$ cat src/bitmap_id_allocator_assert.svh
// ---------------------------------------------------------------------------
// bitmap id allocator assertion macros
// clocked on clk_i, disabled while rst_ni is low
// ---------------------------------------------------------------------------
`ifndef BITMAP_ID_ALLOCATOR_ASSERT_SVH
`define BITMAP_ID_ALLOCATOR_ASSERT_SVH

// same-cycle implication
`define BIA_ASSERT_IMP(lbl, ante, cons) \
  lbl: assert property (@(posedge clk_i) disable iff (!rst_ni) (ante) |-> (cons)) \
    else $error("assertion failed");

// next-cycle implication
`define BIA_ASSERT_NXT(lbl, ante, cons) \
  lbl: assert property (@(posedge clk_i) disable iff (!rst_ni) (ante) |=> (cons)) \
    else $error("assertion failed");

`endif

$ cat src/bia_fifo.sv
// ---------------------------------------------------------------------------
// bia_fifo
// small synchronous queue with push/full and pop/empty sides
// ---------------------------------------------------------------------------
module bia_fifo #(
  parameter int unsigned WIDTH = 8,
  parameter int unsigned DEPTH = 2
) (
  input  logic             clk_i,
  input  logic             rst_ni,
  input  logic             push_i,
  input  logic [WIDTH-1:0] data_i,
  output logic             full_o,
  input  logic             pop_i,
  output logic [WIDTH-1:0] data_o,
  output logic             empty_o
);

  localparam int unsigned PTR_W = (DEPTH > 1) ? $clog2(DEPTH) : 1;
  localparam int unsigned CNT_W = $clog2(DEPTH + 1);
  localparam logic [PTR_W-1:0] LastPtr = PTR_W'(DEPTH - 1);
  localparam logic [CNT_W-1:0] FullCnt = CNT_W'(DEPTH);

  logic [WIDTH-1:0] mem_q [DEPTH];
  logic [PTR_W-1:0] wr_ptr_q, wr_ptr_d, rd_ptr_q, rd_ptr_d;
  logic [CNT_W-1:0] cnt_q, cnt_d;
  logic             do_push, do_pop;

  assign full_o  = (cnt_q == FullCnt);
  assign empty_o = (cnt_q == '0);
  assign data_o  = mem_q[rd_ptr_q];
  assign do_push = push_i & ~full_o;
  assign do_pop  = pop_i & ~empty_o;

  // pointer and fill count update
  always_comb begin
    wr_ptr_d = wr_ptr_q;
    rd_ptr_d = rd_ptr_q;
    cnt_d    = cnt_q;
    if (do_push) begin
      wr_ptr_d = (wr_ptr_q == LastPtr) ? '0 : wr_ptr_q + PTR_W'(1);
    end
    if (do_pop) begin
      rd_ptr_d = (rd_ptr_q == LastPtr) ? '0 : rd_ptr_q + PTR_W'(1);
    end
    if (do_push && !do_pop) begin
      cnt_d = cnt_q + CNT_W'(1);
    end else if (do_pop && !do_push) begin
      cnt_d = cnt_q - CNT_W'(1);
    end
  end

  always_ff @(posedge clk_i or negedge rst_ni) begin
    if (!rst_ni) begin
      wr_ptr_q <= '0;
      rd_ptr_q <= '0;
      cnt_q    <= '0;
    end else begin
      wr_ptr_q <= wr_ptr_d;
      rd_ptr_q <= rd_ptr_d;
      cnt_q    <= cnt_d;
    end
  end

  // beat storage
  always_ff @(posedge clk_i) begin
    if (do_push) begin
      mem_q[wr_ptr_q] <= data_i;
    end
  end

endmodule

$ cat config.mk
export PLATFORM = sky130hd
export DESIGN_NAME = bia_fifo
export DESIGN_NICKNAME = d
export VERILOG_FILES = /design/src/bitmap_id_allocator_assert.svh /design/src/bia_fifo.sv
export SDC_FILE = /design/constraint.sdc
export NUM_CORES = 1
export LEC_CHECK = 0
export BUFFER_PORTS_ARGS = -buffer_cell sky130_fd_sc_hd__buf_4
export CORE_MARGIN = 2
export CORE_UTILIZATION = 30
export DETAILED_ROUTE_END_ITERATION = 8
export GPL_TIMING_DRIVEN = 1
export SYNTH_ARGS = -nofsm -noshare
export SYNTH_HDL_FRONTEND = slang
export SYNTH_SLANG_ARGS = --single-unit
$ cat constraint.sdc
create_clock -name clk_i -period 2.3 [get_ports clk_i]
set_clock_uncertainty 0.2 [all_clocks]
set_input_delay 0.575 -clock clk_i [delete_from_list [all_inputs] [get_ports clk_i]]
set_output_delay 0.575 -clock clk_i [all_outputs]
set_load 0.1 [all_outputs]
==> metrics.md, run 1 <==
| Metric | Value |
|---|---|
| Area post-placement | 982 µm² |
| Warnings from Yosys | 0 |
| Tmin final | 2.17 ns |
| Area Growth Syn to Fin | 31.7% |
| Layout cells sized above 1 | 0.457 |
| Largest delay contributor family on the critical path | flip-flops |
| Status | completed |
| Max Clock Freq | 461 MHz |
| CTS max path bufs | 2 |
| Port bufs | 21 |
| Nets | 84 |
| Setup bufs post-CTS | 0 |
| Worst setup margin | 0.129 ns |
| CP Cell Sequence | mux2_2 -> buf_4 |
| H-tree lvl count | 1 |
| Commonest non-fill, non-tap cell in the layout | buf_4 |
| Final WL | 1160 µm |
| Filler cell count | 246 |
| Dpl ws | 0.320 ns |
| Yosys reg bits | 20 |
| Starting Density | 0.316 |
| DRT iter0 DRCs | 1 |
| Clk slew on worst S/H paths | 0.10 ns |
| Worst Hold Class | in -> reg |
| Worst-Margin Slew | 0.393 ns |
| Most frequent cells in the layout | buf_4, edfxtp_1, mux2_1 |
| Setup violators final | 0 |
| Die X | 55.1 µm |
| Final Hold Viols | 0 |
| Met2 wire length | 531 µm |
| Largest net degree at the start of global routing | 12 |
| Diodes inserted | 0 |
| Reg area | 582 µm² |
| Initial antenna violation count | 0 |
| Relative slew slack | 0.738 |
| Worst-path fanout max | 9 |
| Area of the multi-input gates | 191 µm² |
| Max Used Layer | met4 |
| Met1 Wirelength | 528 µm |
| Total CTS buffers | 3 |
| Seq/Total Area, Yosys | 0.742 |
| Syn Nets | 57 |
| Root Driver | clkbuf_4 |
| Startpoint Class | register |
| Bufs and invs on worst path | 1 |
| Critical-path top delay cell | dfrtp_2 |
| Drt drc | 0 |
| Unique cell type count in the Yosys netlist | 15 |
| Core ar. | 2480 µm² |
| CTS tree | yes |
| Max cap viols | 0 |
| Per-cell routed wire length | 11.6 µm |
| CP peak stage delay | 0.51 ns |
| Final global-route overflow total | 0 |
| Post-detail-place hpwl | 842 µm |
| Row cnt | 18 |
| Crit Path Class | reg -> out |
| Tot GR Track Use | 0.0857 |
| Final Cycle Share | 0.944 |
| WP data required | 1.52 ns |
| Synthesized area | 782 µm² |
| RSZ-0062 raised after global routing | no |
| GPL Wtd Cong | 0.701 |
| Max-slew violations | 0 |
| Post-route cell area | 1030 µm² |
| Gate count of the mapped netlist | 44 |
| Die ar. | 3030 µm² |
| Critical Path Sink Type | output pin |
| Pre-Repair DR Iteration Count | 4 |
| Mapped Avg Cell Area | 17.8 µm² |
| Vias in the first global route | 406 |
| Die height | 55.1 µm |
| First-pass GRT wire length | 1700 µm |
| Top-Level Pins | 22 |
| # clock sinks | 20 |
| Vias/cell | 4.26 |
| WL met3 | 94 µm |
| Clk Latency, worst-skew pair | 0.28 ns |
| Routed via count | 426 |
| Arr. time, crit path | 1.40 ns |
| Setup_tns | 0 ns |
| Post-DRT Antenna Nets | 0 |
## final timing paths
| kind | startpoint | endpoint | slack (ns) | cells past startpoint |
|---|---|---|---|---|
| worst min register to register | wr_ptr_q$_DFFE_PN0N_ | wr_ptr_q$_DFFE_PN0N_ | 0.32 | 1 |
| worst max-delay path | rd_ptr_q$_DFFE_PN0P_ | data_o[7] | 0.13 | 2 |
| worst min-delay path | data_i[4] | mem_q[0][4]$_DFFE_PP_ | 0.27 | 1 |
| min in group asynchronous | rst_ni | wr_ptr_q$_DFFE_PN0N_ | 0.40 | 2 |
| worst max register to register | cnt_q[0]$_DFFE_PN0P_ | cnt_q[1]$_DFFE_PN0P_ | 0.58 | 7 |
| max in group asynchronous | rst_ni | rd_ptr_q$_DFFE_PN0P_ | 1.39 | 2 |
## logic make-up (layout without fill, tap and decap cells)
family | count (synthesis) | after routing | synth area share
flops | 20 | 20 | 0.742
fa+ha+maj | 1 | 1 | 0.0160
xor+xnor | 5 | 5 | 0.0656
buf+inv | 3 | 29 | 0.0160
simple gates | 6 | 6 | 0.0384
mux | 8 | 8 | 0.115
compound gates | 1 | 1 | 0.00639
## cell usage after synthesis
master | count | area share
edfxtp_1 | 16 | 0.61
mux2_2 | 2 | 0.029
xnor2_1 | 2 | 0.022
nand2b_1 | 1 | 0.0080
buf_2 | 1 | 0.0064
dfrtp_1 | 4 | 0.13
nor2_1 | 3 | 0.014
inv_1 | 2 | 0.0096
o21ai_1 | 1 | 0.0064
nand2_2 | 1 | 0.0080
ha_1 | 1 | 0.016
xor2_1 | 2 | 0.022
xnor2_2 | 1 | 0.021
and3_1 | 1 | 0.0080
mux2_1 | 6 | 0.086
## flip-flops by register name, summed over array words and instances, names as in the netlist
name      cells
mem_q        16
cnt_q         2
rd_ptr_q      1
wr_ptr_q      1
## per-stage QoR
stage                util  cells  hold slack, ns
floorplan               -     44          0.0794
global placement    0.396     95           0.177
detailed placement  0.396     95           0.176
CTS                 0.416    100           0.259
global route        0.416    100           0.247
finish              0.416    100           0.268
## layout make-up
class / count / area share
sequential: 20 / 0.565
multi-input combinational: 21 / 0.186
timing repair buffer: 23 / 0.170
tap: 30 / 0.0365
clock buffer: 4 / 0.0352
inverter: 2 / 0.00729
## what timing repair did
| action | in CTS | in global routing |
|---|---|---|
| setup endpoints to repair | 6 | 0 |
| resized for setup | 1 | 0 |
| endpoints found under the hold margin | 4 | 0 |
| hold buffers | 1 | 0 |
## layer usage
layer / GRT usage / vias to the layer above
met4: 0.0488 / 0
li1: - / 210
met5: 0 / -
met2: 0.145 / 16
met3: 0.0242 / 2
met1: 0.0966 / 198
Power of run 1 is left out: the tool's default activity adds up to more than one toggle a clock period on the data nets, which glitch-free logic cannot reach.
==> run 2: changes to the inputs <==
==> constraint.sdc (replaced) <==
create_clock -name clk_i -period 2.3 [get_ports clk_i]
set_clock_uncertainty 0.2 [all_clocks]
set_input_delay 0.46 -clock clk_i [delete_from_list [all_inputs] [get_ports clk_i]]
set_output_delay 0.46 -clock clk_i [all_outputs]
set_load 0.1 [all_outputs]
==> run 2 against run 1 <==
Core utilization fell by 0.050 points; critical endpoint unchanged; critical path type unchanged; worst hold slack got worse by 0.11 ns; final area fell by 0.12%.
==> metrics.md, run 2 (same netlist as run 1, synthesis figures left out) <==
| Metric | Value |
|---|---|
| Status | completed |
| DRT iter0 DRCs | 1 |
| Starting Density | 0.316 |
| Root Driver | clkbuf_4 |
| Initial antenna violation count | 0 |
| Largest regs | mem_q x16, cnt_q x2 |
| # clock sinks | 20 |
| Startpoint Class | register |
| Vias/cell | 4.27 |
| First-pass GRT wire length | 1780 µm |
| Nets | 84 |
| Reg with most FFs | mem_q |
| Crit Path Class | reg -> out |
| Post-DRT Antenna Nets | 0 |
| Final global-route overflow total | 0 |
| Arr. time, crit path | 1.51 ns |
| WP data required | 1.64 ns |
| Die X | 55.1 µm |
| GPL Wtd Cong | 0.700 |
| Layout cells sized above 1 | 0.443 |
| Diodes inserted | 0 |
| Post-detail-place hpwl | 849 µm |
| Hold Slack | 0.154 ns |
| Worst Hold Class | in -> reg |
| Commonest non-fill, non-tap cell in the layout | buf_4 |
| Setup violators final | 0 |
| Area Growth Syn to Fin | 31.5% |
| Most frequent cells in the layout | buf_4, edfxtp_1, mux2_1 |
| Relative slew slack | 0.731 |
| Hold bufs inserted after CTS | 1 |
| Worst-path fanout max | 9 |
| Setup_tns | 0 ns |
| Worst-Margin Slew | 0.404 ns |
| H-tree lvl count | 1 |
| CTS max path bufs | 2 |
| Setup bufs post-CTS | 0 |
| Die ar. | 3030 µm² |
| Clk Latency, worst-skew pair | 0.28 ns |
| Final WL | 1180 µm |
| Drt drc | 0 |
| Tmin final | 2.17 ns |
| Top-Level Pins | 22 |
| Resize count post-CTS | 0 |
| Critical Path Sink Type | output pin |
| RSZ-0062 raised after global routing | no |
| Total CTS buffers | 3 |
| Largest net degree at the start of global routing | 12 |
| Max Clock Freq | 462 MHz |
| Per-cell routed wire length | 11.8 µm |
| Clk slew on worst S/H paths | 0.10 ns |
| Largest register FFs | 16 |
| Routed via count | 427 |
| Die height | 55.1 µm |
| Port bufs | 21 |
| Vias in the first global route | 414 |
| Max-slew violations | 0 |
| CTS tree | yes |
| Core ar. | 2480 µm² |
| Pre-Repair DR Iteration Count | 2 |
| Tot GR Track Use | 0.0871 |
| Max cap viols | 0 |
| Final Hold Viols | 0 |
| Final Cycle Share | 0.942 |
| Row cnt | 18 |
[run 2: cell count changes in the layout (fill, tap and decap cells not counted)]
cell,delta
dfrtp_1,+1
dfrtp_2,-1
[run 2: stage by stage]
| step | instance area (µm²) | setup WS (ns) | instances | util |
|---|---|---|---|---|
| floorplan | 785 | 0.350 | 44 | - |
| finish | 1030 | 0.134 | 100 | 0.415 |
| detailed placement | 982 | 0.438 | 95 | 0.396 |
| global placement | 982 | 0.453 | 95 | 0.396 |
| CTS | 1030 | 0.107 | 100 | 0.415 |
| global route | 1030 | 0.0519 | 100 | 0.415 |
[run 2: final cells by class]
type                    instances  area (µm²)
fillers                       249        1450
flip-flops and latches         20         581
multi-input cells              21         191
repair buffers                 23         175
well taps                      30        37.5
clock buffers                   4        36.3
inverters                       2        7.51
[run 2: worst paths after layout]
path / start / end / slack (ns) / cells after the start
setup / recovery: rd_ptr_q$_DFFE_PN0P_ / data_o[7] / 0.13 / 2
hold / removal: data_i[2] / mem_q[0][2]$_DFFE_PP_ / 0.15 / 1
setup reg to reg: cnt_q[0]$_DFFE_PN0P_ / cnt_q[1]$_DFFE_PN0P_ / 0.55 / 7
hold reg to reg: wr_ptr_q$_DFFE_PN0N_ / wr_ptr_q$_DFFE_PN0N_ / 0.34 / 1
max in group asynchronous: rst_ni / cnt_q[1]$_DFFE_PN0P_ / 1.51 / 2
min in group asynchronous: rst_ni / cnt_q[0]$_DFFE_PN0P_ / 0.29 / 2
[run 2: layer usage]
layer	GRT usage	vias to the layer above	share of wire
met5	0	-	0
met4	0.0244	0	0
met3	0.0242	0	0.081
met2	0.147	16	0.47
met1	0.110	202	0.45
li1	-	209	-
[run 2: worst max-delay path, cell delays in order, from the launching register on]
cell and delay, ns:
dfrtp_1 0.60, mux2_2 0.39, buf_4 0.23
Power of run 2 is left out for the same reason.
==> run 3: changes to the inputs <==
Settings changed: CELL_PAD_IN_SITES_DETAIL_PLACEMENT set to 1, CELL_PAD_IN_SITES_GLOBAL_PLACEMENT set to 2, CORE_ASPECT_RATIO set to 0.8, PLACE_DENSITY_LB_ADDON set to 0.1.
==> run 3 against run 2 <==
Fmax shrank 0.43%; final cell count increased by 6.0%; first-iteration DRC count grew to 7.0 times the previous value; sequential share of layout area decreased by 1.3 points; largest cell class unchanged; critical path depth did not move; critical path type unchanged; worst setup slack got worse by 0.0094 ns; wire length grew 3.7%; register-to-register slack gained 0.06 ns; worst hold slack lost 0.021 ns; clock-buffer cell count fell by 1; via count decreased by 3.0%; non-clock buffer count did not move.
==> metrics.md, run 3 (same netlist as run 1, synthesis figures left out) <==
| Metric | Value |
|---|---|
| CTS tree | yes |
| Arr. time, crit path | 1.51 ns |
| Max cap viols | 0 |
| Clk slew on worst S/H paths | 0.12 ns |
| Final Cycle Share | 0.946 |
| Root Driver | clkbuf_4 |
| Resize count post-CTS | 0 |
| Status | completed |
| Tot GR Track Use | 0.0983 |
| Top-Level Pins | 22 |
| Core ar. | 2460 µm² |
| Setup_tns | 0 ns |
| Worst reg2reg path depth | 6 |
| Commonest non-fill, non-tap cell in the layout | buf_4 |
| Relative slew slack | 0.739 |
| Worst-Margin Slew | 0.391 ns |
| GPL Wtd Cong | 0.669 |
| Post-DRT Antenna Nets | 0 |
| WP data required | 1.64 ns |
| Initial antenna violation count | 0 |
| Per-cell routed wire length | 11.6 µm |
| Tmin final | 2.17 ns |
| Critical Path Sink Type | output pin |
| DRT iter0 DRCs | 7 |
| Reg area | 581 µm² |
| Routed via count | 414 |
| Pre-Repair DR Iteration Count | 2 |
| Port bufs | 21 |
| Final WL | 1230 µm |
| Die X | 61.1 µm |
| Setup bufs post-CTS | 0 |
| Diodes inserted | 0 |
| Final global-route overflow total | 0 |
| Reg with most FFs | mem_q |
| Startpoint Class | register |
| CTS max path bufs | 2 |
| Max Clock Freq | 460 MHz |
| Largest regs | mem_q x16, cnt_q x2 |
| Vias in the first global route | 460 |
| Vias/cell | 3.91 |
| Max-slew violations | 0 |
| Worst Hold Depth | 1 |
| Area Growth Syn to Fin | 34.6% |
| Total CTS buffers | 3 |
| RSZ-0062 raised after global routing | no |
| Largest register FFs | 16 |
| Starting Density | 0.318 |
| Drt drc | 0 |
| Row cnt | 16 |
| H-tree lvl count | 1 |
| Hold bufs inserted after CTS | 1 |
| Die height | 49.7 µm |
| Worst Hold Class | in -> reg |
| Clk Latency, worst-skew pair | 0.30 ns |
| First-pass GRT wire length | 2100 µm |
| Most frequent cells in the layout | buf_4, edfxtp_1, mux2_1 |
| # clock sinks | 20 |
| Layout cells sized above 1 | 0.443 |
| Area of the multi-input gates | 191 µm² |
| Die ar. | 3030 µm² |
| Largest net degree at the start of global routing | 13 |
| Final Hold Viols | 0 |
| Setup violators final | 0 |
| Filler cell count | 263 |
| Nets | 84 |
| Worst-path fanout max | 9 |
| Crit Path Class | reg -> out |
run 3: cell count changes in the layout (fill, tap and decap cells not counted):
cell	before	now
clkbuf_8	1	0
bufinv_16	0	1
run 3: worst paths after layout:
kind | to | slack, ns | startpoint
max in group asynchronous | cnt_q[0]$_DFFE_PN0P_ | 1.52 | rst_ni
max reg2reg | cnt_q[1]$_DFFE_PN0P_ | 0.61 | cnt_q[0]$_DFFE_PN0P_
max | data_o[7] | 0.13 | rd_ptr_q$_DFFE_PN0P_
min reg2reg | wr_ptr_q$_DFFE_PN0N_ | 0.33 | wr_ptr_q$_DFFE_PN0N_
min | mem_q[1][0]$_DFFE_PP_ | 0.13 | data_i[0]
min in group asynchronous | cnt_q[1]$_DFFE_PN0P_ | 0.27 | rst_ni
run 3: metal layers:
metal	part of all wire	vias up	global-route usage	wire length [µm]
met5	0	-	0	0
met4	0	0	0.0217	0
met3	0.077	0	0.0577	94
met2	0.48	13	0.144	586
met1	0.44	191	0.125	544
li1	-	210	-	-
run 3: metrics by stage:
| stage | hold slack, ns | instances | cell area, µm² | utilization | worst slack, ns |
|---|---|---|---|---|---|
| 2_1_floorplan | -0.0356 | 44 | 785 | - | 0.350 |
| 3_3_place_gp | 0.0618 | 101 | 990 | 0.402 | 0.457 |
| 3_5_place_dp | 0.0599 | 101 | 990 | 0.402 | 0.445 |
| 4_1_cts | 0.119 | 106 | 1050 | 0.427 | 0.0814 |
| 5_1_grt | 0.102 | 106 | 1050 | 0.427 | 0.0218 |
| 6_report | 0.133 | 106 | 1050 | 0.427 | 0.125 |
run 3: worst max-delay path, stage by stage (launching register included):
cell,delay [ns]
dfrtp_1,0.59
mux2_2,0.38
buf_4,0.23
run 3: layout make-up:
class	count	share of cell area
Sequential cell	20	0.552
Multi-Input combinational cell	21	0.182
Timing Repair Buffer	23	0.166
Tap cell	36	0.0428
Clock inverter	1	0.0285
Clock buffer	3	0.0214
Inverter	2	0.00713
Power of run 3 is left out for the same reason.
