`src/bitmap_id_allocator_assert.svh`:
```
// ---------------------------------------------------------------------------
// bitmap id allocator assertion macros
// clocked on clk_i, disabled while rst_ni is low
// ---------------------------------------------------------------------------
`ifndef BITMAP_ID_ALLOCATOR_ASSERT_SVH
`define BITMAP_ID_ALLOCATOR_ASSERT_SVH

// same-cycle implication
`define BIA_ASSERT_IMP(lbl, ante, cons) \
  lbl: assert property (@(posedge clk_i) disable iff (!rst_ni) (ante) |-> (cons)) \
    else $error("assertion failed");

// next-cycle implication
`define BIA_ASSERT_NXT(lbl, ante, cons) \
  lbl: assert property (@(posedge clk_i) disable iff (!rst_ni) (ante) |=> (cons)) \
    else $error("assertion failed");

`endif

```
`src/bia_pkg.sv`:
```
// ---------------------------------------------------------------------------
// bia_pkg
// shared widths, codes and beat types of the bitmap id allocator
// ---------------------------------------------------------------------------
package bia_pkg;

  // default geometry
  localparam int unsigned MAP_BITS_DEF  = 8192;
  localparam int unsigned WORD_BITS_DEF = 64;
  localparam int unsigned FIFO_DEPTH    = 2;
  localparam int unsigned GRP_WORDS_MAX = 16;

  // field widths
  localparam int unsigned ID_W       = 16;
  localparam int unsigned CNT_W      = 14;
  localparam int unsigned LIM_W      = 17;
  localparam int unsigned OPC_W      = 2;
  localparam int unsigned ST_W       = 2;
  localparam int unsigned CFG_IDX_W  = 2;
  localparam int unsigned CFG_DATA_W = 16;

  localparam logic [LIM_W-1:0] ID_SPACE = LIM_W'(65536);

  // register reset values
  localparam logic [ID_W-1:0]  BASE_RST  = ID_W'(300);
  localparam logic [CNT_W-1:0] COUNT_RST = CNT_W'(4701);

  // register indexes
  localparam logic [CFG_IDX_W-1:0] CFG_BASE_ID  = CFG_IDX_W'(0);
  localparam logic [CFG_IDX_W-1:0] CFG_ID_COUNT = CFG_IDX_W'(1);

  // opcodes
  localparam logic [OPC_W-1:0] OP_CLEAR   = OPC_W'(0);
  localparam logic [OPC_W-1:0] OP_ALLOC   = OPC_W'(1);
  localparam logic [OPC_W-1:0] OP_RELEASE = OPC_W'(2);

  // status codes
  localparam logic [ST_W-1:0] ST_OK    = ST_W'(0);
  localparam logic [ST_W-1:0] ST_FULL  = ST_W'(1);
  localparam logic [ST_W-1:0] ST_RANGE = ST_W'(2);

  // work classes handed from front to back
  typedef enum logic [1:0] {
    K_CLEAR,
    K_ALLOC,
    K_FREE,
    K_REPLY
  } cmd_kind_e;

  typedef struct packed {
    logic [OPC_W-1:0] opcode;
    logic [ID_W-1:0]  id_in;
  } in_item_t;

  typedef struct packed {
    logic [ID_W-1:0] id_out;
    logic [ST_W-1:0] status;
  } out_item_t;

  typedef struct packed {
    cmd_kind_e        kind;
    logic [ST_W-1:0]  status;
    logic [ID_W-1:0]  idx;
    logic [LIM_W-1:0] lim;
    logic [ID_W-1:0]  base;
  } cmd_t;

endpackage

```
`src/bia_front.sv`:
```
// ---------------------------------------------------------------------------
// bia_front
// configuration registers, active limit and classification of input beats
// ---------------------------------------------------------------------------
module bia_front
  import bia_pkg::*;
#(
  parameter int unsigned MAP_BITS = MAP_BITS_DEF
) (
  input  logic                  clk_i,
  input  logic                  rst_ni,
  input  logic                  cfg_valid_i,
  output logic                  cfg_ready_o,
  input  logic [CFG_IDX_W-1:0]  cfg_index_i,
  input  logic [CFG_DATA_W-1:0] cfg_data_i,
  input  logic                  push_i,
  input  in_item_t              in_item_i,
  output logic                  full_o,
  output cmd_t                  cmd_o,
  output logic                  cmd_push_o,
  input  logic                  cmd_full_i
);

  localparam logic [LIM_W-1:0] MapLim = LIM_W'(MAP_BITS);

  logic [ID_W-1:0]  base_q;
  logic [CNT_W-1:0] count_q;
  logic [LIM_W-1:0] room, cap_lim, lim, offset;
  logic             in_range;

  assign cfg_ready_o = 1'b1;

  // register writes, unknown indexes dropped
  always_ff @(posedge clk_i or negedge rst_ni) begin
    if (!rst_ni) begin
      base_q  <= BASE_RST;
      count_q <= COUNT_RST;
    end else if (cfg_valid_i) begin
      unique case (cfg_index_i)
        CFG_BASE_ID:  base_q  <= cfg_data_i[ID_W-1:0];
        CFG_ID_COUNT: count_q <= cfg_data_i[CNT_W-1:0];
        default: ;
      endcase
    end
  end

  // active limit: smallest of count, map size and room left in the id space
  always_comb begin
    room     = ID_SPACE - LIM_W'(base_q);
    cap_lim  = (LIM_W'(count_q) > MapLim) ? MapLim : LIM_W'(count_q);
    lim      = (cap_lim > room) ? room : cap_lim;
    offset   = LIM_W'(in_item_i.id_in) - LIM_W'(base_q);
    in_range = (in_item_i.id_in >= base_q) && (offset < lim);
  end

  // classify the beat for the back end
  always_comb begin
    cmd_o.idx    = offset[ID_W-1:0];
    cmd_o.lim    = lim;
    cmd_o.base   = base_q;
    cmd_o.status = ST_OK;
    cmd_o.kind   = K_REPLY;
    unique case (in_item_i.opcode)
      OP_CLEAR: cmd_o.kind = K_CLEAR;
      OP_ALLOC: cmd_o.kind = K_ALLOC;
      OP_RELEASE: begin
        if (in_range) begin
          cmd_o.kind = K_FREE;
        end else begin
          cmd_o.status = ST_RANGE;
        end
      end
      default: ;
    endcase
  end

  assign cmd_push_o = push_i & ~cmd_full_i;
  assign full_o     = cmd_full_i;

endmodule

```
`config.mk`:
```
export PLATFORM = sky130hd
export DESIGN_NAME = bia_front
export DESIGN_NICKNAME = d
export VERILOG_FILES = /design/src/bitmap_id_allocator_assert.svh /design/src/bia_pkg.sv /design/src/bia_front.sv
export SDC_FILE = /design/constraint.sdc
export NUM_CORES = 1
export LEC_CHECK = 0
export ABC_AREA = 1
export BUFFER_PORTS_ARGS = -buffer_cell sky130_fd_sc_hd__buf_2
export CORE_AREA = 5 5 94 96
export DETAILED_ROUTE_END_ITERATION = 6
export DIE_AREA = 0 0 99 101
export GPL_ROUTABILITY_DRIVEN = 1
export PLACE_DENSITY = 0.69
export SYNTH_ARGS = -nofsm -noshare
export SYNTH_HDL_FRONTEND = slang
export SYNTH_SLANG_ARGS = --single-unit
```
`constraint.sdc`:
```
create_clock -name clk_i -period 4.9 [get_ports clk_i]
set_input_delay 0 -clock clk_i [delete_from_list [all_inputs] [get_ports clk_i]]
set_output_delay 0 -clock clk_i [all_outputs]
set_load 0.01 [all_outputs]
```
==> results of run 1 <==
flip-flops by register name (all words and copies together) (netlist names):
signal,cells
base_q,16
count_q,14
per-stage QoR:
stage | worst slack (ns) | total power (W)
5_1_grt | 0.0148 | 0.00169
3_3_place_gp | 0.600 | 0.00129
2_1_floorplan | 0.922 | 0.00101
4_1_cts | 0.127 | 0.00152
3_5_place_dp | 0.457 | 0.00131
6_report | 0.396 | 0.00154
how the worst max path moves through the flow:
| stage | cells past startpoint | startpoint | slack (ns) | to |
|---|---|---|---|---|
| 6_report | 29 | base_q[0]$_DFFE_PN0P_ | 0.40 | cmd_o[51] |
| 5_1_grt | 32 | base_q[0]$_DFFE_PN0P_ | 0.01 | cmd_o[51] |
| 4_1_cts | 27 | base_q[1]$_DFFE_PN0P_ | 0.13 | cmd_o[50] |
| 3_5_place_dp | 27 | base_q[1]$_DFFE_PN0P_ | 0.46 | cmd_o[50] |
| 3_3_place_gp | 27 | base_q[0]$_DFFE_PN0P_ | 0.60 | cmd_o[50] |
| 2_1_floorplan | 27 | base_q[1]$_DFFE_PN0P_ | 0.92 | cmd_o[50] |
routing by layer:
metal,up-vias,GRT usage,part of all wire
li1,1782,-,-
met1,1559,0.237,0.46
met2,110,0.334,0.47
met3,9,0.0263,0.063
met4,0,0.0378,0.011
met5,-,0,0
what timing repair did:
item	4_1_cts	5_1_grt
setup endpoints to repair	0	2
hold endpoints to repair	44	0
resized for setup	0	7
hold buffers	16	0
buffers inserted	0	7
where the power goes:
group	total, W	switching [W]	internal [W]
clock	0.000202	0.0000887	0.000113
combinational	0.000985	0.000592	0.000393
sequential	0.000349	0.0000500	0.000299
cell families (layout without fill, tap and decap cells):
family	count (synthesis)	count (layout)	synth area share
fa+ha+maj	48	48	0.178
simple gates	188	188	0.249
flops	30	30	0.224
xor+xnor	23	23	0.0591
other cells	2	8	0.00220
compound gates	96	96	0.168
buf+inv	98	206	0.119
area by class of cell:
class	count	area [um2]
sequential	30	764
clock buffer	7	86.3
multi-input combinational	363	2290
inverter	84	320
fill	784	3710
timing repair buffer	114	668
tap	105	131
clock inverter	1	5.00
worst reg2reg max path: cells and delay by family, from the launching register on:
kind / cells / cell delay [ns]
simple gates: 1 / 0.07
compound gates: 1 / 0.11
flops: 1 / 0.65
placed cells by master, fill, tap and decap left out, types with 3 or more instances in the layout:
cell             n
clkbuf_8         6
o21a_1           3
dfrtp_1         19
dfstp_2         11
nand2_2          8
inv_1           69
o21ai_0         36
dlygate4sd3_1   16
inv_2           14
nor2_1          33
a21oi_1         32
buf_2           91
buf_4            7
nor2_2           4
nand3_1         13
nand2_1        105
xor2_1          16
conb_1           8
nor3_1           5
xnor2_1          6
ha_1            47
o21ai_2         14
nand4_1          5
==> results.md, run 1 <==
- Status: complete, no violations
- Unrepaired setup endpoints after global routing: no
- FF-to-FF setup slack: approximately 4.0 ns
- Syn_area_per_cell: between 7 and 8 um2
- Hold slack final: 0.0126 ns
- Area grow syn2layout: 24.9%
- Inserted Clock Buffers: 5
- Placed inst area: ~0.0039 mm2
- Crit-path max FO: 16
- Slew Viols, Final: 0
- GRT Overall Usage: 0.186
- Most common cell in the netlist: nand2_1
- Die Ht: 101 um
- Antenna-violating nets left: 0
- Worst Hold Depth: 3
- Layout net count: approximately 690
- Fin Clk Skew: 0 ns
- Critical Path RT: between 4 and 5 ns
- Final Hold Vio Count: 0
- Synth area leader: ha_1
- Critical Path Sink Type: output pin
- Setup Total Neg Slack: 0 ns
- Critical path's top delay family: simple AND/OR/NAND/NOR gates
- Worst VDD drop: approximately 0.27 mV
- Min-delay worst type: input port to register
- Leak: between 2 and 2.5 nW
- Final Cycle Share: 0.919
- Max-slew headroom: 0.423
- Worst path arrival time: approximately 4.5 ns
- Min-Delay Endpoint: base_q[1]$_DFFE_PN0P_
- Final Critical Period: about 4.5 ns
- DRC Markers: 0
- Core area: about 0.008 mm2
- CTS tree: yes
- Tightest Pin Transition: roughly 0.86 ns
- Vias per cell: 4.91
- Diodes inserted: 0
- Die W: slightly below 100 um
- Via count: 3460
- Slowest cell on the critical path: dfrtp_1
- Maxcap violations: 0
- Clock Latency Late Sink: between 0.2 and 0.3 ns
- Largest net degree at the start of global routing: 33
- Initial antenna violation count: 0
- Rows: 33
- Initial cell density of the core: 0.428
- Cell area after synthesis: 0.00341 mm2
- Synth top area cells: ha_1, dfrtp_1, nand2_1, dfstp_2, inv_1
- Io pins: 97
- DRT Pass-1 Iters: 4
- Wire per inst: approximately 13 um
- Vias in the first global route: roughly 3.3k
- Clk sinks: 30
- F_max: 222 MHz
- HP Start: cfg_data_i[1]
- CP Launch Type: register
- P per Cell Area: ~360 mW/mm2
- CP bufs+invs: 5
- Worst stage delay on the critical path: 0.44 ns
- Area share of the largest cell type after synthesis: 0.172
- Worst r2r src: base_q[5]$_DFFE_PN1P_
- Synth unique cells: between 40 and 50
- Synthesis-stage register bit count: 30
- Clk pin slew, worst setup/hold paths: around 0.06 ns
- Routability congestion estimate: 0.912
- Top post-synthesis cells by count: nand2_1, inv_1, ha_1
- Clock Tree Root: clkbuf_8
- Final setup violation count: 0
- I/O Buffers: approximately 90
- Post-DP HPWL: around 8000 um
- Clock Tree Buf Depth: 2
- Post-route cell area: 0.00426 mm2
- Final core utilization: 0.535
- Reg-to-Reg End: base_q[5]$_DFFE_PN1P_
- Die Footprint: 0.0100 mm2
- Layout cell share with drive strength beyond 1: 0.280
- Cells on worst reg2reg path: 2
- EDFF count, synth: 0
- Crit Path Class: register to output pin
- Async SR Flop Fraction: 1.00
- Ys flop type: dfrtp_1
- Post-synthesis cell count: between 400 and 500
- Sequential share of the synthesized area: 0.224
- Post-Route WL: around 9500 um
- Grt total ovfl: 0
- Most frequent cell on the critical path: nand2_1
- First-pass GRT wire length: 15300 um
- Initial DRC Count: 170
- Dpl cells: around 670
- H-tree levels: 2
- Cell Count, Final, Fillers Out: between 700 and 800
- Yosys warnings: 0
Power figures use the tool's default switching activity.
==> run 2, diff against run 1 <==
--- a/config.mk
+++ b/config.mk
@@ -7,9 +7,9 @@
 export LEC_CHECK = 0
 export ABC_AREA = 1
 export BUFFER_PORTS_ARGS = -buffer_cell sky130_fd_sc_hd__buf_2
-export CORE_AREA = 5 5 94 96
+export CORE_AREA = 2 2 91 93
 export DETAILED_ROUTE_END_ITERATION = 6
-export DIE_AREA = 0 0 99 101
+export DIE_AREA = 0 0 93 95
 export GPL_ROUTABILITY_DRIVEN = 1
 export PLACE_DENSITY = 0.69
 export SYNTH_ARGS = -nofsm -noshare
==> run 2 against run 1 <==
Net effect:
- sequential power about the same
- combinational power down 0.4%
- wire length down 4.2%
- largest cell class unchanged
- critical path depth down 1
- core utilization up 0.22 points
- critical path type unchanged
- cell count down 0.43%
- highest routed layer unchanged
- worst hold slack worse by 0.011 ns
- flip-flop and latch count unchanged
- total power down 0.25%
- global-route usage up 2.3 points
==> results.md, run 2 (synthesized netlist as in run 1, its figures left out) <==
- Cells on worst reg2reg path: 2 (unchanged)
- F_max: 216 MHz (-2.5%)
- Die W: 93 um (-6.1%)
- Via count: 3446 (-0.40%)
- Largest register FFs: 16 (unchanged)
- Most frequent cell on the critical path: nand2_1
- Status: complete, no violations
- Inserted Clock Buffers: 5 (unchanged)
- H-tree levels: 2 (unchanged)
- Critical path's top delay family: simple AND/OR/NAND/NOR gates
- Pwr Total: 0.00153 W (-0.25%)
- Reg-to-Reg End: base_q[5]$_DFFE_PN1P_
- Worst r2r src: base_q[5]$_DFFE_PN1P_
- Final Hold Vio Count: 0 (unchanged)
- Post-route cell area: 0.00426 mm2 (-0.12%)
- Dpl cells: 673 (unchanged)
- Setup Total Neg Slack: 0 ns (unchanged)
- Leak: 2.31 nW (-0.29%)
- Top reg by flops: base_q
- Worst Hold Depth: 3 (unchanged)
- Worst VDD drop: 0.273 mV (+1.5%)
- Rows: 33 (unchanged)
- Wire per inst: 12.9 um (-3.8%)
- Final Critical Period: 4.62 ns (+0.116 ns)
- Biggest regs: base_q (16), count_q (14)
- Maxcap violations: 0 (unchanged)
- Crit Path Class: register to output pin
- CP Launch Type: register
- First-pass GRT wire length: 14800 um (-3.4%)
- Clock Tree Buf Depth: 2 (unchanged)
- Io pins: 97 (unchanged)
- Worst stage delay on the critical path: 0.39 ns (-0.05 ns)
- Unrepaired setup endpoints after global routing: no
- P per Cell Area: 360 mW/mm2 (-0.14%)
- Final setup violation count: 0 (unchanged)
- Final Cycle Share: 0.943 (+0.0237)
- Clk sinks: 30 (unchanged)
- Antenna-violating nets left: 0 (unchanged)
- Placed inst area: 0.00393 mm2 (unchanged)
- Clk pin slew, worst setup/hold paths: 0.06 ns (about the same)
- Fin Clk Skew: 0 ns (unchanged)
- Max-slew headroom: 0.428 (+0.00509)
- Area grow syn2layout: 24.8%
- Clock Tree Root: clkbuf_8
- Min-delay worst type: input port to register
- Diodes inserted: 0 (unchanged)
- Largest net degree at the start of global routing: 33 (unchanged)
- CTS tree: yes
- GRT Overall Usage: 0.209 (+0.0230)
- Slew Viols, Final: 0 (unchanged)
- Initial DRC Count: 197 (+16%)
- Cell Count, Final, Fillers Out: 701 (-0.43%)
- Crit-path max FO: 8 (-8)
- Hold slack final: 0.00173 ns (-0.0109 ns)
- Vias in the first global route: 3236 (-2.6%)
- Die Ht: 95 um (-5.9%)
- Critical Path RT: 4.90 ns (about the same)
- Grt total ovfl: 0 (unchanged)
- Die Footprint: 0.00884 mm2 (-12%)
- I/O Buffers: 91 (unchanged)
- Critical Path Sink Type: output pin
- Tightest Pin Transition: 0.855 ns (-0.00710 ns)
- HP Start: cfg_data_i[13]
- FILL cells: 818 (+4.3%)
- Post-Route WL: 9070 um (-4.2%)
- Commonest non-fill, non-tap cell in the layout: nand2_1
- CP bufs+invs: 5 (unchanged)
- Layout net count: 684 (-0.44%)
- Initial cell density of the core: 0.430 (+0.00223)
- Min-Delay Endpoint: count_q[13]$_DFFE_PN0P_
- Post-DP HPWL: 7570 um (-5.1%)
- Core area: 0.00793 mm2 (-0.52%)
- Layout cell share with drive strength beyond 1: 0.282 (+0.00141)
- DRT Pass-1 Iters: 4 (unchanged)
- Vias per cell: 4.92 (about the same)
- Clock Latency Late Sink: 0.28 ns (about the same)
- Routability congestion estimate: 0.937 (+2.8%)
- FF-to-FF setup slack: 4.00 ns (+0.02 ns)
- DRC Markers: 0 (unchanged)
- Worst path arrival time: 4.62 ns (+0.12 ns)
- Initial antenna violation count: 0 (unchanged)
- Most frequent cells in the layout: nand2_1, buf_2, inv_1
- Slowest cell on the critical path: dfrtp_1
run 2: how the worst max path moves through the flow:
stage	startpoint	endpoint	cells past startpoint
after global routing	base_q[1]$_DFFE_PN0P_	cmd_o[51]	29
after detailed placement	base_q[0]$_DFFE_PN0P_	cmd_o[50]	27
after global placement	base_q[0]$_DFFE_PN0P_	cmd_o[51]	29
after floorplan	base_q[1]$_DFFE_PN0P_	cmd_o[50]	27
after CTS	base_q[0]$_DFFE_PN0P_	cmd_o[50]	27
final	base_q[1]$_DFFE_PN0P_	cmd_o[51]	28
run 2: metrics by stage:
stage | setup slack [ns] | util
2_1_floorplan | 0.922 | -
3_3_place_gp | 0.627 | 0.496
3_5_place_dp | 0.418 | 0.496
4_1_cts | 0.0728 | 0.525
5_1_grt | 0.0164 | 0.537
6_report | 0.280 | 0.537
run 2: worst min-delay path, cell delays in order:
cell     delay (ns)
buf_2          0.10
inv_1          0.06
o21ai_0        0.08
run 2: layout make-up:
| type | count | area (um2) | area share |
|---|---|---|---|
| Tap cell | 105 | 131 | 0.0309 |
| Inverter | 84 | 320 | 0.0752 |
| Clock buffer | 7 | 86.3 | 0.0203 |
| Multi-Input combinational cell | 364 | 2310 | 0.544 |
| Sequential cell | 30 | 766 | 0.180 |
| Timing Repair Buffer | 110 | 633 | 0.149 |
| Clock inverter | 1 | 5.00 | 0.00118 |
run 2: what timing repair did:
item / 4_1_cts / 5_1_grt
gates resized for setup: 0 / 10
setup buffers: 0 / 5
setup endpoints to repair: 0 / 2
hold buffers: 14 / 0
hold endpoints to repair: 42 / 0
run 2: metal layers:
metal	routed length [um]	part of all wire	global-route usage	up-vias
met5	0	0	0	-
met4	167	0.018	0.0588	0
met3	433	0.048	0.0223	14
met2	4190	0.46	0.361	99
met1	4280	0.47	0.278	1554
li1	-	-	-	1779
run 2: report_power, final:
part	internal [W]	total (W)	leakage, nW	switching [W]
combinational	0.000392	0.000981	1.91	0.000589
sequential	0.000299	0.000349	0.348	0.0000500
clock	0.000113	0.000202	0.0482	0.0000889
total	0.000804	0.00153	2.31	0.000728
==> run 3, diff against run 2 <==
==> constraint.sdc (replaced) <==
create_clock -name clk_i -period 4.9 [get_ports clk_i]
set_input_delay 0.245 -clock clk_i [delete_from_list [all_inputs] [get_ports clk_i]]
set_output_delay 0.245 -clock clk_i [all_outputs]
set_load 0.01 [all_outputs]
==> run 3 against run 2 <==
Net effect:
- the flow now finishes with violations (hold timing)
- register-to-register slack about the same
- combinational power about the same
- cell area decreased by 1.9%
- clock power about the same
- clock-buffer cell count increased by 1
- critical path type unchanged
- largest power group unchanged
- highest routed layer unchanged
==> results.md, run 3 (synthesized netlist as in run 1, its figures left out) <==
- Status: complete, but fails checks
- Failing checks: hold timing
- Worst VDD drop: 0.253 mV (-7.4%)
- H-tree levels: 2 (unchanged)
- First-pass GRT wire length: 14700 um (-0.60%)
- Dpl cells: 673 (unchanged)
- Sequential share of power: 0.223 (-0.005)
- Vias per cell: 4.92 (about the same)
- Die Footprint: 0.00884 mm2 (unchanged)
- Slowest cell on the critical path: dfrtp_2
- Setup Total Neg Slack: 0 ns (unchanged)
- Initial antenna violation count: 0 (unchanged)
- Pwr Total: 0.00156 W (+1.7%)
- Slew Viols, Final: 0 (unchanged)
- Inserted Clock Buffers: 5 (unchanged)
- Antenna-violating nets left: 0 (unchanged)
- Critical Path Sink Type: output pin
- Routability congestion estimate: 0.937 (unchanged)
- FILL cells: 801 (-2.1%)
- CTS tree: yes
- Maxcap violations: 0 (unchanged)
- Critical Path RT: 4.66 ns (-0.24 ns)
- Die Ht: 95 um (unchanged)
- Worst stage delay on the critical path: 0.43 ns (+0.04 ns)
- Initial DRC Count: 128 (-35%)
- Vias in the first global route: 3131 (-3.2%)
- Diodes inserted: 0 (unchanged)
- Worst path arrival time: 4.40 ns (-0.22 ns)
- Io pins: 97 (unchanged)
- Top reg by flops: base_q
- I/O Buffers: 91 (unchanged)
- CP Launch Type: register
- Area grow syn2layout: 22.5%
- Largest net degree at the start of global routing: 33 (unchanged)
- Sw Share: 0.477 (+0.00239)
- Final Critical Period: 4.65 ns (+0.0278 ns)
- Min-delay worst type: input port to async pin
- Tightest Pin Transition: 0.874 ns (+0.0188 ns)
- Largest register FFs: 16 (unchanged)
- Internal: 0.000814 W (+1.2%)
- Die W: 93 um (unchanged)
- Hold slack final: -0.0104 ns (-0.0121 ns)
- Core area: 0.00793 mm2 (unchanged)
- Crit Path Class: register to output pin
- Layout net count: 672 (-1.8%)
- Final Cycle Share: 0.949 (+0.00567)
- DRT Pass-1 Iters: 4 (unchanged)
- Cell Count, Final, Fillers Out: 689 (-1.7%)
- Wire per inst: 13.0 um (+0.84%)
- Clock Latency Late Sink: 0.27 ns (about the same)
- Final Hold Vio Count: 13 (+13)
- Via count: 3390 (-1.6%)
- Post-DP HPWL: 7590 um (+0.36%)
- Clock Tree Buf Depth: 2 (unchanged)
- Max-slew headroom: 0.416 (-0.0126)
- Fin Clk Skew: 0 ns (unchanged)
- Clk pin slew, worst setup/hold paths: 0.06 ns (about the same)
- Clk sinks: 30 (unchanged)
- Most frequent cells in the layout: nand2_1, buf_2, inv_1
- DRC Markers: 0 (unchanged)
- Most frequent cell on the critical path: nand2_1
- Commonest non-fill, non-tap cell in the layout: nand2_1
- Final setup violation count: 0 (unchanged)
- GRT Overall Usage: 0.207 (-0.00226)
- Post-Route WL: 8990 um (-0.88%)
- NetSw: 0.000744 W (+2.2%)
- P per Cell Area: 373 mW/mm2 (+3.6%)
- Clock Tree Root: clkbuf_8
- Leak: 2.25 nW (-2.2%)
- Comb pwr share: 0.648 (+0.008)
- Grt total ovfl: 0 (unchanged)
- Layout cell share with drive strength beyond 1: 0.317 (+0.0349)
- F_max: 215 MHz (-0.60%)
- Biggest regs: base_q (16), count_q (14)
- Hold Buf Count CTS: 0 (-14)
- Rows: 33 (unchanged)
- Crit-path max FO: 7 (-1)
- Initial cell density of the core: 0.430 (unchanged)
- Clock power frac: 0.129 (-0.003)
## run 3: worst max-delay path, delay by kind of cell (launching register included)
kind                       cells  cell delay (ns)
adders and majority gates      3             0.78
DFF                            1             0.43
buffers and inverters          6             0.54
and+or+nand+nor               15             1.57
AOI/OAI and AO/OA              5             0.65
xor gates and xnor gates       1             0.16
## run 3: metal layers
layer | vias up | share of wire | global-route usage
li1 | 1760 | - | -
met1 | 1510 | 0.47 | 0.282
met2 | 103 | 0.46 | 0.345
met3 | 17 | 0.050 | 0.0192
met4 | 0 | 0.016 | 0.0674
met5 | - | 0 | 0
## run 3: final timing paths
kind                                                to  slack [ns]                    from  cells past startpoint
worst min-delay path            base_q[12]$_DFFE_PN0P_       -0.01                  rst_ni                      1
worst min register to register  count_q[5]$_DFFE_PN0P_        0.49  count_q[5]$_DFFE_PN0P_                      2
worst max-delay path                         cmd_o[51]        0.25   base_q[0]$_DFFE_PN0P_                     30
worst max register to register   base_q[5]$_DFFE_PN1P_        3.99   base_q[5]$_DFFE_PN1P_                      2
min in group clk_i              count_q[6]$_DFFE_PN1P_        0.20           cfg_data_i[6]                      3
max in group asynchronous        base_q[0]$_DFFE_PN0P_        4.44                  rst_ni                      1
## run 3: stage by stage
step	utilization	setup WS, ns	hold slack (ns)	cell area (um2)
final	0.527	0.252	-0.0104	4180
after global routing	0.527	-0.0564	0.0336	4180
after CTS	0.512	0.0330	0.00918	4060
after detailed placement	0.496	0.202	0.313	3930
after global placement	0.496	0.382	0.301	3930
after floorplan	-	0.677	-0.0506	3430
## run 3: area by class of cell
class,instances,area [um2],share of cell area
well taps,105,131,0.0314
clock buffers,8,90.1,0.0216
inverters,84,323,0.0773
repair buffers,98,508,0.122
multi-input cells,364,2360,0.565
flip-flops and latches,30,766,0.183
## run 3: power by group through the flow
stage	Sequential [W]	Combinational (W)	Clock (W)
after global placement	0.000350	0.000931	0
after global routing	0.000355	0.00114	0.000221
after floorplan	0.000347	0.000665	0
final	0.000348	0.00101	0.000201
after CTS	0.000348	0.000960	0.000207
after detailed placement	0.000351	0.000948	0
## run 3: timing repair
action / CTS / global route
setup endpoints to repair: 2 / 2
pin swaps: 2 / 7
cloned: 0 / 1
gates resized for setup: 2 / 25
buffers inserted: 4 / 3
